## src/hw/rtl/vcrm_pkg.sv

```systemverilog
// Package for the voice call record mixer: ring geometry, command codes,
// payload words and the stage structs shared by the mixer modules.
// No dependencies.
package vcrm_pkg;

    localparam int RING_DEPTH = 4096;
    localparam int ADDR_W     = $clog2(RING_DEPTH);
    localparam int SAMPLE_W   = 16;
    localparam int COUNT_W    = 32;
    localparam int RL_W       = 13;
    localparam int CFG_IDX_W  = 2;
    localparam int CMP_W      = (ADDR_W + 1 > RL_W) ? ADDR_W + 1 : RL_W;

    localparam logic [CFG_IDX_W-1:0] CFG_RECORD_ENABLE = CFG_IDX_W'(0);
    localparam logic [CFG_IDX_W-1:0] CFG_RING_LENGTH   = CFG_IDX_W'(1);
    localparam logic [RL_W-1:0]      RING_LENGTH_RESET = RL_W'(4096);

    typedef enum logic [1:0] {
        CMD_UP_WRITE   = 2'd0,
        CMD_DOWN_WRITE = 2'd1,
        CMD_READ       = 2'd2,
        CMD_RESTART    = 2'd3
    } cmd_t;

    typedef struct packed {
        logic [1:0]                 cmd;
        logic signed [SAMPLE_W-1:0] sample;
    } in_word_t;

    typedef struct packed {
        logic signed [SAMPLE_W-1:0] read_sample;
        logic                       read_valid;
    } out_word_t;

    typedef struct packed {
        logic                       is_write;
        logic                       is_read;
        logic                       mix;
        logic                       hit;
        logic [ADDR_W-1:0]          addr;
        logic signed [SAMPLE_W-1:0] sample;
    } op_t;

    typedef struct packed {
        logic read_in_flight;
        logic out_stall;
    } dp_status_t;

    function automatic logic [CMP_W-1:0] eff_length(input logic [RL_W-1:0] len);
        logic [CMP_W-1:0] n;
        n = CMP_W'(len);
        if (n == '0)
        begin
            n = CMP_W'(1);
        end
        if (n > CMP_W'(RING_DEPTH))
        begin
            n = CMP_W'(RING_DEPTH);
        end
        return n;
    endfunction

    function automatic logic [ADDR_W-1:0] next_addr(input logic [ADDR_W-1:0] a,
                                                    input logic [CMP_W-1:0]  len);
        logic [CMP_W-1:0] n;
        n = CMP_W'(a) + CMP_W'(1);
        return (n >= len) ? '0 : n[ADDR_W-1:0];
    endfunction

endpackage

```

## src/hw/rtl/vcrm_datapath.sv

```systemverilog
// Write-back stage of the mixer: forwarding, averaging, ring write and the
// result register. Depends on vcrm_pkg.
module vcrm_datapath (
    input  logic                            clk,
    input  logic                            rst_n,
    input  vcrm_pkg::op_t                   op,
    input  logic                            rd_en,
    input  logic [vcrm_pkg::ADDR_W-1:0]     rd_addr,
    input  logic [vcrm_pkg::SAMPLE_W-1:0]   ram_rdata,
    output logic                            wr_en,
    output logic [vcrm_pkg::ADDR_W-1:0]     wr_addr,
    output logic [vcrm_pkg::SAMPLE_W-1:0]   wr_data,
    output vcrm_pkg::dp_status_t            status,
    output logic                            result_valid,
    input  logic                            result_ready,
    output vcrm_pkg::out_word_t             result
);

    vcrm_pkg::op_t                   op_reg;
    logic                            fwd_hit_reg;
    logic [vcrm_pkg::SAMPLE_W-1:0]   fwd_data_reg;
    logic                            out_valid_reg;
    vcrm_pkg::out_word_t             out_reg;
    logic [vcrm_pkg::SAMPLE_W-1:0]   stored;
    logic signed [vcrm_pkg::SAMPLE_W:0] sum;
    logic signed [vcrm_pkg::SAMPLE_W:0] adj;

    assign stored  = fwd_hit_reg ? fwd_data_reg : ram_rdata;
    assign sum     = {stored[vcrm_pkg::SAMPLE_W-1], stored}
                     + {op_reg.sample[vcrm_pkg::SAMPLE_W-1], op_reg.sample};
    assign adj     = sum + {{vcrm_pkg::SAMPLE_W{1'b0}}, sum[vcrm_pkg::SAMPLE_W]};
    assign wr_en   = op_reg.is_write;
    assign wr_addr = op_reg.addr;
    assign wr_data = op_reg.mix ? adj[vcrm_pkg::SAMPLE_W:1] : op_reg.sample;

    assign status.read_in_flight = op_reg.is_read;
    assign status.out_stall      = out_valid_reg && !result_ready;
    assign result_valid          = out_valid_reg;
    assign result                = out_reg;

    always_ff @(posedge clk or negedge rst_n)
    begin
        if (!rst_n)
        begin
            op_reg        <= '0;
            fwd_hit_reg   <= 1'b0;
            out_valid_reg <= 1'b0;
        end
        else
        begin
            op_reg      <= op;
            fwd_hit_reg <= rd_en && wr_en && (rd_addr == wr_addr);
            if (op_reg.is_read)
            begin
                out_valid_reg <= 1'b1;
            end
            else if (result_ready)
            begin
                out_valid_reg <= 1'b0;
            end
        end
    end

    always_ff @(posedge clk)
    begin
        fwd_data_reg <= wr_data;
        if (op_reg.is_read)
        begin
            out_reg.read_valid  <= op_reg.hit;
            out_reg.read_sample <= op_reg.hit ? stored : '0;
        end
    end

`ifndef ASSERT_OFF
    a_no_result_overwrite: assert property (@(posedge clk) disable iff (!rst_n)
        op_reg.is_read |-> !(out_valid_reg && !result_ready))
        else $error("result register overwritten before it was taken");
    a_fwd_only_for_reads: assert property (@(posedge clk) disable iff (!rst_n)
        fwd_hit_reg |-> (op_reg.mix || op_reg.hit))
        else $error("forwarded data without a ring read");
    a_empty_is_zero: assert property (@(posedge clk) disable iff (!rst_n)
        out_valid_reg && !out_reg.read_valid |-> out_reg.read_sample == '0)
        else $error("empty result carries a nonzero sample");
`endif

endmodule

```

## config.mk

```make
export PLATFORM = sky130hd
export DESIGN_NAME = vcrm_datapath
export DESIGN_NICKNAME = d
export VERILOG_FILES = /design/src/hw/rtl/vcrm_pkg.sv /design/src/hw/rtl/vcrm_datapath.sv
export SDC_FILE = /design/constraint.sdc
export NUM_CORES = 1
export LEC_CHECK = 0
export BUFFER_PORTS_ARGS = -buffer_cell sky130_fd_sc_hd__buf_4
export CORE_ASPECT_RATIO = 1.2
export CORE_MARGIN = 2
export CORE_UTILIZATION = 38
export DETAILED_ROUTE_END_ITERATION = 7
export GPL_TIMING_DRIVEN = 0
export PLACE_DENSITY = 0.59
export SKIP_CTS_REPAIR_TIMING = 1
export SYNTH_ARGS = -nofsm -noshare
export SYNTH_HDL_FRONTEND = slang
export SYNTH_SLANG_ARGS = --single-unit
```

## constraint.sdc

```tcl
create_clock -name clk -period 5.5 [get_ports clk]
set_input_delay 0.825 -clock clk [delete_from_list [all_inputs] [get_ports clk]]
set_output_delay 0.825 -clock clk [all_outputs]
set_load 0.01 [all_outputs]
```

# Yosys cells after proc, flatten, opt, wreduce, memory -nomap -nowiden
# Index checks and enable logic that the tools add are counted.
# Widths: inputs -> output; s select.
# op_classes
addsub,2
eq_ne,1
n_mux,4
n_reduce_logical,5
# ops
op,n
$mux 16,2
$add 16x16->17,1
$add 17x1->17,1
$eq 12x12->1,1
$logic_and 1x1->1,3
$mux 1,2
$reduce_bool 2->1,1
$logic_not 1->1,1
# totals
ff_bits,67
output_inout_bits,49
word_cells,23

# Logic depth before layout (Yosys ltp)
# logic_depth
depth_word,4
mapped_depth,17
mapped_depth_nobuf,15

# Worst setup path before layout
# OpenSTA, ideal clock, no wires.
# synth_path
path_kind,flip-flop to output port
startpoint,reg fwd_hit_reg
endpoint,out wr_data[15] (netlist name)
arrival_time_ns,3.847
required_time_ns,4.675
path_slack_ns,0.828
path_stages_with_launch,18
n_path_buf,2
path_cell_list,dfrtp_1 clkbuf_1 buf_1 mux2_2 ha_1 inv_1 fa_1 nand2b_1 a211oi_4 o21ai_2 a31oi_4 and2b_2 ha_1 nand2_1 nor3_1 and3_1 and4_1 o31ai_1
# synth_between
elab_chain_cells,4
# synth_lines
item,line_no,rtl
from (decl),vcrm_datapath.sv:20,logic fwd_hit_reg;
from (signal assigned),vcrm_datapath.sv:52,fwd_hit_reg <= rd_en && wr_en && (rd_addr == wr_addr);
$mux 16,vcrm_datapath.sv:28,assign stored = fwd_hit_reg ? fwd_data_reg : ram_rdata;
via stored (one bit),vcrm_datapath.sv:24,logic [vcrm_pkg::SAMPLE_W-1:0] stored;
$add 16x16->17,vcrm_datapath.sv:30,"+ {op_reg.sample[vcrm_pkg::SAMPLE_W-1], op_reg.sample};"
$add 17x1->17,vcrm_datapath.sv:31,"assign adj = sum + {{vcrm_pkg::SAMPLE_W{1'b0}}, sum[vcrm_pkg::SAMPLE_W]};"
$mux 16,vcrm_datapath.sv:34,assign wr_data = op_reg.mix ? adj[vcrm_pkg::SAMPLE_W:1] : op_reg.sample;
to (decl),vcrm_datapath.sv:12,"output logic [vcrm_pkg::SAMPLE_W-1:0] wr_data,"
# The timed path passes the listed nets, and every way through them passes these cells.

# Worst setup path after layout
# Same ends and word-level chain as after synthesis.

==> flow_summary.toml <==
[synthesis]
ys_types = 59
yosys_warnings = 0
synth.most_common_cell = "dfrtp_1"
syn_area_per_cell_sq_um = 10.78
netlist.area_leader.share_pct = 23.22
ys_top_cells_by_area = "dfrtp_1, edfxtp_1, dfxtp_1"
syn_inst = 340
netlist_area_sq_um = 3665
synth_ff_type = "dfrtp_1"
yosysSeqAreaShare_pct = 45.89
async_reset_ff_share_pct = 50.75
synth-edff-count = 17
synth_commonest_cells = "dfrtp_1, nor2_1, xnor2_1, a21oi_1, nand2_1"
ys_ff_latch = 67
synth_nets = 422
synth_top_area_cell = "dfrtp_1"

[timing]
drv_slew = 0
finClkSkew_ns = 0.005584
fin_crit_sh_pct = 95.06
hold_ws_ns = 0.4449
fin_crit_ns = 5.228
setup_viol = 0
final.setup.tns_ns = 0
fmax_mhz = 191.3
slew_headroom_pct = 52.11
hold_violations = 0
grt_setup_unrepaired = "no"
tightest_slew_ns = 0.7183

[clocking]
clkTransAtPathRegs_ns = 0.05
insertion_delay_ns = 0.33
numClockSinks = 67
cts_made_buffers = 9
clockBufferDepth = 2
cts-root-buf = "clkbuf_16"
cts_max_level = 3
cts_tree = "done"

[placed_design]
placed_cell_area_sq_um = 4659
place.gp.congestion = 0.8653
place_inst = 575
dp_hpwl_mm = 6.886
numPortBuffers = 112

[worst_setup_path]
critPathSlowestCell = "dfrtp_2"
crit_type = "reg -> out"
end_kind = "primary output"
worst-path-buf-inv = 3
crit_family = "simple AND/OR/NAND/NOR gates"
cp_max_fo = 10
critPathMaxStageDelay_ns = 0.48
cp.required_ns = 4.68
arrival_ns = 4.40
cp_cell_sequence = "buf_2 > mux2_2 > ha_1 > inv_1 > fa_1 > nand2b_1 > a211oi_4 > o21ai_2 > a31oi_4 > and2b_2 > ha_1 > nand2_1 > nor3_2 > and3_1 > and4_1 > o31ai_2 > buf_4"
critPathLaunchType = "flop"
critPathMostFrequentCell = "ha_1"

[detailed_routing]
drtAntennaViolNets = 0
viasPerCell = 4.827
drt_iter0_drc = 99
drc = 0
vias = 2853
drtPass1Iterations = 4
drt-wirelength-per-cell_microns = 14.25
routed_wl_mm = 8.419

[final_layout]
fin_area_sq_um = 4956
final_cells = 591
syn_to_final_growth_pct = 35.23
drive_gt1_share_pct = 39.32
antenna-diode-count = 0
finalNetCount = 545
n_fill_cell = 890
largest_reg_flops = 18

[floorplanning]
die_h_microns = 111.6
ioPinCount = 113
die_width_microns = 93.65
dieArea_sq_um = 10450
rows = 39
initial_core_util_pct = 38.71
core-area_sq_um = 9467

[global_routing]
grt_pass1_wl_mm = 13.89
grt.met2_usage_pct = 28.01
grt_max_degree = 35
globalRouteMet1Util_pct = 21.49
grt_pass1_vias = 2927
busiest_layer = "met2"
grt_usage_pct = 17.22
antenna_found_initial = 0
gr-total-overflow = 0
grtUsageMet3_pct = 5.210

[power]
total_leakage_power_nw = 2.211
cellPowerDensity_nw_per_um2 = 286.1
totalPowerFinal_mw = 1.418
vdd_ir_drop_max_mv = 0.1409

[min_path]
hp-class = "in -> async"

[job]
cap_viol_max_count = 0

[run_status]
status = "finished, final reports clean"
-- path summary, 6_finish.rpt --
check                      cells after the start                  start                  endpoint  slack (ns)
max                                           17  fwd_hit_reg$_DFF_PN0_               wr_data[15]        0.27
max reg2reg                                   16  fwd_hit_reg$_DFF_PN0_  fwd_data_reg[15]$_DFF_P_        1.49
min reg2reg                                    2        wr_en$_DFF_PN0_     fwd_hit_reg$_DFF_PN0_        0.53
min in group clk                               2        wr_en$_DFF_PN0_     fwd_hit_reg$_DFF_PN0_        0.53
min                                            1                  rst_n     wr_addr[11]$_DFF_PN0_        0.44
max in group asynchronous                      1                  rst_n     fwd_hit_reg$_DFF_PN0_        4.71
-- worst register-to-register path, stage by stage, from the launching register on --
cell and delay [ns]:
dfrtp_2 0.48, buf_2 0.31, mux2_2 0.22, ha_1 0.19
inv_1 0.06, fa_1 0.40, nand2b_1 0.21, a211oi_4 0.36
o21ai_2 0.12, a31oi_4 0.21, and2b_2 0.25, ha_1 0.20
nand2_1 0.11, nor3_2 0.08, and3_1 0.24, and4_1 0.21
o31ai_2 0.24
-- layout by cell type, fill, tap and decap left out, drive strengths merged, types with 17 or more instances in the layout --
| master | n |
|---|---|
| dfrtp | 34 |
| buf | 132 |
| nor2 | 28 |
| a21oi | 21 |
| edfxtp | 17 |
| nand2 | 19 |
| xnor2 | 25 |
| ha | 17 |
-- cell type report --
cell class                      count  area (sq um)  area share [%]
Buffer                             24         181.4           3.661
Clock buffer                       11         252.7           5.100
Clock inverter                      5         27.53          0.5554
Inverter                           11         41.29          0.8331
Multi-Input combinational cell    237          1768           35.67
Sequential cell                    67          1683           33.96
Tap cell                          123         153.9           3.105
Timing Repair Buffer              113         848.3           17.12
-- routing by layer --
layer	up-vias	routed length [microns]	share of wire (%)
met1	1299	3589	43
met5	-	0	0
met4	0	145	1.7
met3	14	637	7.6
li1	1434	-	-
met2	106	4046	48
-- cell families after synthesis --
logic type	after synthesis	share of synthesized area (%)
adders and majority gates	18	6.350
muxes	18	5.463
DFF	67	45.89
xor gates and xnor gates	36	8.604
and+or+nand+nor	106	15.19
AOI/OAI and AO/OA	59	12.36
buffers and inverters	36	6.146
-- metrics by stage --
step	setup WS, ns	util, %
after CTS	-0.4577	52.18
after global routing	0.01703	52.35
final	0.2715	52.35
after global placement	-0.05844	49.22
after floorplan	0.8283	-
after detailed placement	-0.08808	49.22
-- power by group --
group | internal, mW | switching [mW]
combinational | 0.163 | 0.168
clock | 0.325 | 0.199
sequential | 0.546 | 0.0169
total | 1.03 | 0.384
Power figures use the tool's default switching activity.
