File: src/hw/rtl/vcrm_pkg.sv
// Package for the voice call record mixer: ring geometry, command codes,
// payload words and the stage structs shared by the mixer modules.
// No dependencies.
package vcrm_pkg;

    localparam int RING_DEPTH = 4096;
    localparam int ADDR_W     = $clog2(RING_DEPTH);
    localparam int SAMPLE_W   = 16;
    localparam int COUNT_W    = 32;
    localparam int RL_W       = 13;
    localparam int CFG_IDX_W  = 2;
    localparam int CMP_W      = (ADDR_W + 1 > RL_W) ? ADDR_W + 1 : RL_W;

    localparam logic [CFG_IDX_W-1:0] CFG_RECORD_ENABLE = CFG_IDX_W'(0);
    localparam logic [CFG_IDX_W-1:0] CFG_RING_LENGTH   = CFG_IDX_W'(1);
    localparam logic [RL_W-1:0]      RING_LENGTH_RESET = RL_W'(4096);

    typedef enum logic [1:0] {
        CMD_UP_WRITE   = 2'd0,
        CMD_DOWN_WRITE = 2'd1,
        CMD_READ       = 2'd2,
        CMD_RESTART    = 2'd3
    } cmd_t;

    typedef struct packed {
        logic [1:0]                 cmd;
        logic signed [SAMPLE_W-1:0] sample;
    } in_word_t;

    typedef struct packed {
        logic signed [SAMPLE_W-1:0] read_sample;
        logic                       read_valid;
    } out_word_t;

    typedef struct packed {
        logic                       is_write;
        logic                       is_read;
        logic                       mix;
        logic                       hit;
        logic [ADDR_W-1:0]          addr;
        logic signed [SAMPLE_W-1:0] sample;
    } op_t;

    typedef struct packed {
        logic read_in_flight;
        logic out_stall;
    } dp_status_t;

    function automatic logic [CMP_W-1:0] eff_length(input logic [RL_W-1:0] len);
        logic [CMP_W-1:0] n;
        n = CMP_W'(len);
        if (n == '0)
        begin
            n = CMP_W'(1);
        end
        if (n > CMP_W'(RING_DEPTH))
        begin
            n = CMP_W'(RING_DEPTH);
        end
        return n;
    endfunction

    function automatic logic [ADDR_W-1:0] next_addr(input logic [ADDR_W-1:0] a,
                                                    input logic [CMP_W-1:0]  len);
        logic [CMP_W-1:0] n;
        n = CMP_W'(a) + CMP_W'(1);
        return (n >= len) ? '0 : n[ADDR_W-1:0];
    endfunction

endpackage

File: src/hw/rtl/vcrm_ctrl.sv
// Issue stage of the mixer: configuration registers, stream and read counts,
// ring addresses and the mix decision. Depends on vcrm_pkg.
module vcrm_ctrl (
    input  logic                          clk,
    input  logic                          rst_n,
    input  logic                          item_valid,
    output logic                          item_ready,
    input  vcrm_pkg::in_word_t            item,
    input  logic                          cfg_valid,
    output logic                          cfg_ready,
    input  logic [vcrm_pkg::CFG_IDX_W-1:0] cfg_index,
    input  logic [vcrm_pkg::RL_W-1:0]     cfg_data,
    input  vcrm_pkg::dp_status_t          status,
    output vcrm_pkg::op_t                 op,
    output logic                          rd_en,
    output logic [vcrm_pkg::ADDR_W-1:0]   rd_addr
);

    logic                          enable_reg;
    logic [vcrm_pkg::RL_W-1:0]     length_reg;
    logic [vcrm_pkg::COUNT_W-1:0]  up_count_reg, up_count_next;
    logic [vcrm_pkg::COUNT_W-1:0]  down_count_reg, down_count_next;
    logic [vcrm_pkg::COUNT_W-1:0]  mixed_count_reg, mixed_count_next;
    logic [vcrm_pkg::COUNT_W-1:0]  read_count_reg, read_count_next;
    logic [vcrm_pkg::ADDR_W-1:0]   up_addr_reg, up_addr_next;
    logic [vcrm_pkg::ADDR_W-1:0]   down_addr_reg, down_addr_next;
    logic [vcrm_pkg::ADDR_W-1:0]   read_addr_reg, read_addr_next;
    logic [vcrm_pkg::CMP_W-1:0]    len_eff;
    logic [vcrm_pkg::COUNT_W-1:0]  up_diff, down_diff, read_diff;
    logic                          accept;

    assign cfg_ready  = 1'b1;
    assign item_ready = !status.read_in_flight
                        && !(status.out_stall && item.cmd == vcrm_pkg::CMD_READ);
    assign accept     = item_valid && item_ready;
    assign len_eff    = vcrm_pkg::eff_length(length_reg);
    assign up_diff    = up_count_reg - down_count_reg;
    assign down_diff  = down_count_reg - up_count_reg;
    assign read_diff  = mixed_count_reg - read_count_reg;

    always_comb
    begin
        up_count_next    = up_count_reg;
        down_count_next  = down_count_reg;
        mixed_count_next = mixed_count_reg;
        read_count_next  = read_count_reg;
        up_addr_next     = up_addr_reg;
        down_addr_next   = down_addr_reg;
        read_addr_next   = read_addr_reg;
        op               = '0;
        op.sample        = item.sample;
        rd_en            = 1'b0;
        rd_addr          = read_addr_reg;
        if (accept)
        begin
            case (item.cmd)
                vcrm_pkg::CMD_UP_WRITE:
                begin
                    if (enable_reg)
                    begin
                        op.is_write      = 1'b1;
                        op.mix           = up_diff[vcrm_pkg::COUNT_W-1];
                        op.addr          = up_addr_reg;
                        rd_en            = op.mix;
                        rd_addr          = up_addr_reg;
                        mixed_count_next = mixed_count_reg
                                           + vcrm_pkg::COUNT_W'(op.mix);
                        up_count_next    = up_count_reg + vcrm_pkg::COUNT_W'(1);
                        up_addr_next     = vcrm_pkg::next_addr(up_addr_reg, len_eff);
                    end
                end
                vcrm_pkg::CMD_DOWN_WRITE:
                begin
                    if (enable_reg)
                    begin
                        op.is_write      = 1'b1;
                        op.mix           = down_diff[vcrm_pkg::COUNT_W-1];
                        op.addr          = down_addr_reg;
                        rd_en            = op.mix;
                        rd_addr          = down_addr_reg;
                        mixed_count_next = mixed_count_reg
                                           + vcrm_pkg::COUNT_W'(op.mix);
                        down_count_next  = down_count_reg + vcrm_pkg::COUNT_W'(1);
                        down_addr_next   = vcrm_pkg::next_addr(down_addr_reg, len_eff);
                    end
                end
                vcrm_pkg::CMD_READ:
                begin
                    op.is_read = 1'b1;
                    op.hit     = enable_reg && (read_diff != '0)
                                 && !read_diff[vcrm_pkg::COUNT_W-1];
                    op.addr    = read_addr_reg;
                    rd_en      = op.hit;
                    if (op.hit)
                    begin
                        read_count_next = read_count_reg + vcrm_pkg::COUNT_W'(1);
                        read_addr_next  = vcrm_pkg::next_addr(read_addr_reg, len_eff);
                    end
                end
                default:
                begin
                    up_count_next    = '0;
                    down_count_next  = '0;
                    mixed_count_next = '0;
                    read_count_next  = '0;
                    up_addr_next     = '0;
                    down_addr_next   = '0;
                    read_addr_next   = '0;
                end
            endcase
        end
    end

    always_ff @(posedge clk or negedge rst_n)
    begin
        if (!rst_n)
        begin
            enable_reg      <= 1'b0;
            length_reg      <= vcrm_pkg::RING_LENGTH_RESET;
            up_count_reg    <= '0;
            down_count_reg  <= '0;
            mixed_count_reg <= '0;
            read_count_reg  <= '0;
            up_addr_reg     <= '0;
            down_addr_reg   <= '0;
            read_addr_reg   <= '0;
        end
        else
        begin
            if (cfg_valid && cfg_ready)
            begin
                if (cfg_index == vcrm_pkg::CFG_RECORD_ENABLE)
                begin
                    enable_reg <= cfg_data[0];
                end
                else if (cfg_index == vcrm_pkg::CFG_RING_LENGTH)
                begin
                    length_reg <= cfg_data;
                end
            end
            up_count_reg    <= up_count_next;
            down_count_reg  <= down_count_next;
            mixed_count_reg <= mixed_count_next;
            read_count_reg  <= read_count_next;
            up_addr_reg     <= up_addr_next;
            down_addr_reg   <= down_addr_next;
            read_addr_reg   <= read_addr_next;
        end
    end

`ifndef ASSERT_OFF
    a_read_addr_in_range: assert property (@(posedge clk) disable iff (!rst_n)
        vcrm_pkg::CMP_W'(read_addr_reg) < vcrm_pkg::CMP_W'(vcrm_pkg::RING_DEPTH))
        else $error("read address beyond ring");
    a_restart_clears: assert property (@(posedge clk) disable iff (!rst_n)
        accept && item.cmd == vcrm_pkg::CMD_RESTART |=> mixed_count_reg == '0
        && read_addr_reg == '0)
        else $error("restart did not clear counts");
    a_no_ram_read_when_idle: assert property (@(posedge clk) disable iff (!rst_n)
        !accept |-> !rd_en)
        else $error("ring read without an accepted word");
`endif

endmodule

File: config.mk
export PLATFORM = sky130hd
export DESIGN_NAME = vcrm_ctrl
export DESIGN_NICKNAME = d
export VERILOG_FILES = /design/src/hw/rtl/vcrm_pkg.sv /design/src/hw/rtl/vcrm_ctrl.sv
export SDC_FILE = /design/constraint.sdc
export NUM_CORES = 1
export LEC_CHECK = 0
export BUFFER_PORTS_ARGS = -buffer_cell sky130_fd_sc_hd__clkbuf_2
export CAP_MARGIN = 15
export CORE_AREA = 2 2 220 222
export DETAILED_ROUTE_END_ITERATION = 16
export DIE_AREA = 0 0 222 224
export GPL_ROUTABILITY_DRIVEN = 0
export PLACE_DENSITY_LB_ADDON = 0.05
export SYNTH_ARGS = -nofsm -noshare
export SYNTH_HDL_FRONTEND = slang
export SYNTH_SLANG_ARGS = --single-unit
File: constraint.sdc
create_clock -name clk -period 4.2 [get_ports clk]
set_clock_uncertainty 0.15 [all_clocks]
set_input_delay 0.42 -clock clk [delete_from_list [all_inputs] [get_ports clk]]
set_output_delay 0.42 -clock clk [all_outputs]
set_load 0.1 [all_outputs]
**Yosys cells after proc, flatten, opt, wreduce, memory -nomap -nowiden**

Index checks and enable logic that the tools add are counted.

- Memory bits (read-only): 0
- Output and inout port bits: 47
- Logic and storage cells: 93
- Latch bits: 0
- Memory bits (writable): 0
- Memories: 0
- Bits of input ports: 39
- Register bits: 178

- $add $sub $neg: 11
- Equality and inequality tests: 6
- Divide/modulo/power cells: 0
- Bitwise gates (word level): 5
- Multiplexer cells: 37
- $lt $le $gt $ge: 4
- Shift operators: 0
- Multipliers: 0
- Reduce and logical (&&, ||, !) cells: 21

Operator list:

| cell | number |
|---|---|
| $pmux 32 s2 | 3 |
| $mux 32 | 5 |
| $mux 12 | 11 |
| $add 32x1->32 const B | 3 |
| $pmux 12 s2 | 4 |
| $pmux 32 s3 | 1 |
| $sub 32x32->32 | 3 |
| $add 32x1->32 | 2 |
| $add 12x1->13 const B | 3 |
| $ge 13x13->1 | 3 |
| $pmux 12 s3 | 1 |
| $reduce_bool 32->1 | 1 |
| $mux 13 | 2 |
| $mux 16 | 1 |
| $gt 13x13->1 const B | 1 |
| $logic_not 13->1 | 1 |
| $reduce_and 3->1 | 4 |
| $mux 1 | 7 |
| $reduce_or 2->1 | 3 |
| $logic_and 1x1->1 | 5 |
| $not 1->1 | 5 |
| $eq 2x1->1 const B | 2 |
| $logic_not 2->1 | 2 |
| $ne 2x2->1 const B | 2 |
| other kinds (7) | 9 |

**Logic depth before layout (Yosys ltp)**

- Depth after elaboration: 8
- Mapped depth: 21
- Mapped depth without buffers: 21

**Least setup slack after synthesis**

Ideal clock, no wire load.

- Path kind: register -> output
- Start: reg read_count_reg[10] (netlist name)
- End: out rd_en
- Path slack: -1.254 ns
- Required time: 3.630 ns
- Arrival time: 4.884 ns
- Cell stages (with the launch flop): 18
- Buffers on the path: 4
- Cells stage by stage: dfrtp_1 > inv_1 > ha_1 > clkbuf_1 > nand4_1 > nor3_1 > o21ai_0 > a2111oi_0 > o21bai_1 > and3_1 > o21ai_0 > or4_1 > buf_2 > o21ai_2 > buf_4 > buf_4 > nor2_1 > o21ba_2

- Cells in the longest elaborated chain, start to end: 6
- Elaborated cells between the ends (all ways): 7
- Classes of those cells: add/sub (1); mux (2); reduce/logical (4)

Ends and longest elaborated chain:

| what | line | source |
|---|---|---|
| start: declaration | vcrm_ctrl.sv:24 | `logic [vcrm_pkg::COUNT_W-1:0] read_count_reg, read_count_next;` |
| start signal: assignment | vcrm_ctrl.sv:144 | `read_count_reg <= read_count_next;` |
| $sub 32x32->32 (*) | vcrm_ctrl.sv:39 | `assign read_diff = mixed_count_reg - read_count_reg;` |
| $reduce_bool 32->1 | vcrm_ctrl.sv:90 | `op.hit = enable_reg && (read_diff != '0)` |
| $logic_and 1x1->1 | vcrm_ctrl.sv:90 |  |
| $logic_and 1x1->1 (*) | vcrm_ctrl.sv:91 | `&& !read_diff[vcrm_pkg::COUNT_W-1];` |
| $pmux 1 s3 (*) | vcrm_ctrl.sv:56 | `case (item.cmd)` |
| $mux 1 (*) | vcrm_ctrl.sv:54 | `if (accept)` |
| end: declaration | vcrm_ctrl.sv:15 | `output logic rd_en,` |

Mark *: on every way between the ends. The rest lies on a longest branch, timed or not.

**Final worst setup path**

- Start: reg read_count_reg[0] (netlist name)
- End: out rd_en

The elaborated chain is that of the path after synthesis.

==> impl_metrics.csv <==
group,metric,value,unit
status,status,"finished, violations left",
status,violations,"setup timing",
grt,first_global_vias,13900,
timing,maxSlewViolCount,0,
setup_path,crit_path_start,"read_count_reg[0]",
synth,syn_area,0.0145,mm²
die,die_w,222,µm
route,routed_wl,51.1,mm
timing,timing.fmax,0.209,GHz
timing,finalSetupViolations,40,
die,dieHeight,224,µm
grt,grt_max_degree,83,
hold_path,hold_class,"input port to register",
setup_path,r2r-start,"read_count_reg[0]",
setup_path,crit_end,"rd_en",
route,vias,14000,
layout,final_cell_mix,"buf_4 (303), dfrtp_1 (177), nand2_1 (162)",
clocking,numCtsBuffers,17,
grt,antenna_found_initial,0,
synth,netlist_instances,1749,
power_and_ir_drop,leakagePower,8.71,nW
synth,synthXorXnorAreaFrac,7.49,%
synth,synthMuxAreaShare,2.02,%
grt,grt_overflow,0,
synth,synth.top_cell.area_share,30.6,%
synth,synth_edf_count,0,
run,cap_viol_max_count,0,
grt,grt_first_pass_wirelength,80.0,mm
placed_design,placed_cells,2622,
timing,post-route-period-util,114,%
route,post-route-drc-count,0,
power_and_ir_drop,powerDensity,305,mW/mm²
route,drt-pass1-iter-count,6,
clocking,cts_tree,"done",
synth,yosys.area_share.simple,21.6,%
timing,hold_viol_final,0,
placed_design,io_buffers,52,
synth,yosys.area_share.adder,12.4,%
power_and_ir_drop,peakVddDrop,0.252,mV
layout,drive_above_1_share,25.4,%
synth,synth_compound_area_share,19.5,%
die,row_count,80,
layout,fin_nets,2256,
setup_path,arrival,4.22,ns
timing,hold_ws,0.178,ns
synth,synth_cell_types,80,
setup_path,cp.required,3.63,ns
die,io_pins,86,
setup_path,criticalPathCategory,"register to output pin",
synth,synth_top_family_by_area,"simple AND/OR/NAND/NOR gates",
die,die_area,0.0497,mm²
placed_design,place_ws,-0.629,ns
timing,relSlewSlack,47.6,%
power_and_ir_drop,power,5.83,mW
layout,final_area,0.0191,mm²
layout,filler_cell_count,4872,
timing,rsz0062_at_grt,"yes",
synth,async_reset_ff_share,100,%
timing,setup_ws,-0.594,ns
route,first_iter_violations,940,
die,fp.coreArea,0.0473,mm²
synth,synth_area_leaders,"dfrtp_1 (31%), ha_1 (12%), xnor2_1 (5.1%)",
placed_design,dpl_cell_area,0.0175,mm²
setup_path,cp-start-kind,"register",
grt,globalRouteTotalUtil,20.7,%
layout,antenna_cells,0,
synth,synth-main-ff-cell,"dfrtp_1",
clocking,clock_path_buffers,2,
layout,layoutNonFillerInstCount,2702,
layout,syn_to_final_growth,31.9,%
synth,synth-seq-cells,178,
clocking,cts.htree.levels,4,
synth,yosys.area.top_type,"dfrtp_1",
synth,seq_area_frac_synth,30.7,%
placed_design,post-dp-hpwl,39.5,mm
route,via_per_inst,5.19,
clocking,clockRootBuffer,"clkbuf_16",
die,start_util,30.6,%
clocking,cts.sinks,178,
synth,ys_warn_count,0,
setup_path,cp_max_fo,3,
timing,max_slew.worst_pin.slew,0.784,ns
setup_path,cp-end-kind,"output pin",
route,wl_per_cell,18.9,µm
synth,syn_nets,1931,
setup_path,r2r_end,"read_count_reg[5]",
clocking,insertion_delay,0.49,ns
synth,avgSynthCellArea,8.29,µm²
setup_path,r2r_slack,-0.54,ns
timing,fin_crit,4.79,ns
setup_path,worstRegToRegCells,23,
layout,layout_commonest_cell,"buf_4",
route,antenna_left,0,
clocking,clk_pin_slew,0.08,ns
-- where the power goes --
part | total, mW | internal, mW | switching [mW] | leakage [nW]
Clock | 1.70 | 0.846 | 0.854 | 0.283
Combinational | 2.21 | 0.963 | 1.24 | 6.01
Sequential | 1.92 | 1.82 | 0.0988 | 2.42
-- kinds of logic (layout without fill, tap and decap cells) --
logic type      Yosys count  count (layout)
fa+ha+maj               143             143
buf+inv                 215             552
other cells               1               1
compound gates          412             413
xor+xnor                124             124
simple gates            649             649
mux                      27              27
flops                   178             178
-- routing by layer --
| layer | part of all wire [%] | GRT usage (%) | wire, µm |
|---|---|---|---|
| met1 | 50 | 29.6 | 25700 |
| met2 | 44 | 32.1 | 22500 |
| met3 | 3.6 | 3.32 | 1850 |
| met5 | 0 | 0 | 0 |
| met4 | 2.0 | 5.73 | 1020 |
-- final cells by class --
class	count	area [µm²]	area share, %
Multi-Input combinational cell	1357	9760	51.1
Sequential cell	178	4460	23.3
Timing Repair Buffer	393	3060	16.0
Tap cell	615	769	4.02
Inverter	127	477	2.49
Clock buffer	17	425	2.23
Clock inverter	15	168	0.877
-- worst min-delay path by stage --
stage / start / to / slack (ns) / depth (start not counted)
floorplan: rst_n / down_addr_reg[0] / -0.03 / 0
global placement: length_reg[0] / length_reg[0] / 0.35 / 1
detailed placement: length_reg[0] / length_reg[0] / 0.35 / 1
CTS: cfg_index[1] / enable_reg / 0.13 / 4
global route: cfg_index[1] / enable_reg / 0.18 / 4
finish: cfg_index[1] / enable_reg / 0.18 / 4
-- stage by stage --
stage | util (%) | TNS, ns
final | 40.4 | -18.08
after global routing | 40.4 | -25.43
after CTS | 39.1 | -4.43
after detailed placement | 36.9 | -18.32
after global placement | 36.9 | -15.85
after floorplan | - | -0.168
-- what timing repair did --
| item | in CTS | in global routing |
|---|---|---|
| buffers inserted | 6 | 27 |
| pin swaps | 33 | 29 |
| gates cloned | 1 | 1 |
| resized for setup | 58 | 82 |
| hold buffers | 14 | 0 |
| endpoints found under the hold margin | 93 | 0 |
| endpoints found under the setup margin | 70 | 75 |
-- critical path, stage by stage (launching register included) --
cell,delay [ns]
dfrtp_1,0.42
ha_4,0.17
fa_2,0.36
nor2b_2,0.15
o211ai_1,0.17
a211oi_2,0.34
buf_4,0.17
o21ai_4,0.06
a211oi_2,0.26
o21ai_1,0.12
a2111o_1,0.38
or4_4,0.46
o21ai_4,0.22
nor2_4,0.08
o21ba_4,0.21
buf_12,0.16
-- Yosys cell counts, types with 12 or more instances --
library cell    n
buf_4          20
nor2_1        165
mux2_2         13
inv_1         126
o21ai_0        79
xnor2_1        85
nand2b_1       22
clkbuf_1       54
o211ai_1       31
a211oi_1       17
xor2_1         39
ha_1          142
a21o_1         42
nor3_1         39
nand3_1        81
and3_1         41
nand4_1        41
dfrtp_1       177
a21oi_1        89
a222oi_1       12
a22oi_1        12
or3_1          19
nor4_1         15
nor2b_1        15
nand2_1       165
Power figures use the tool's default switching activity.
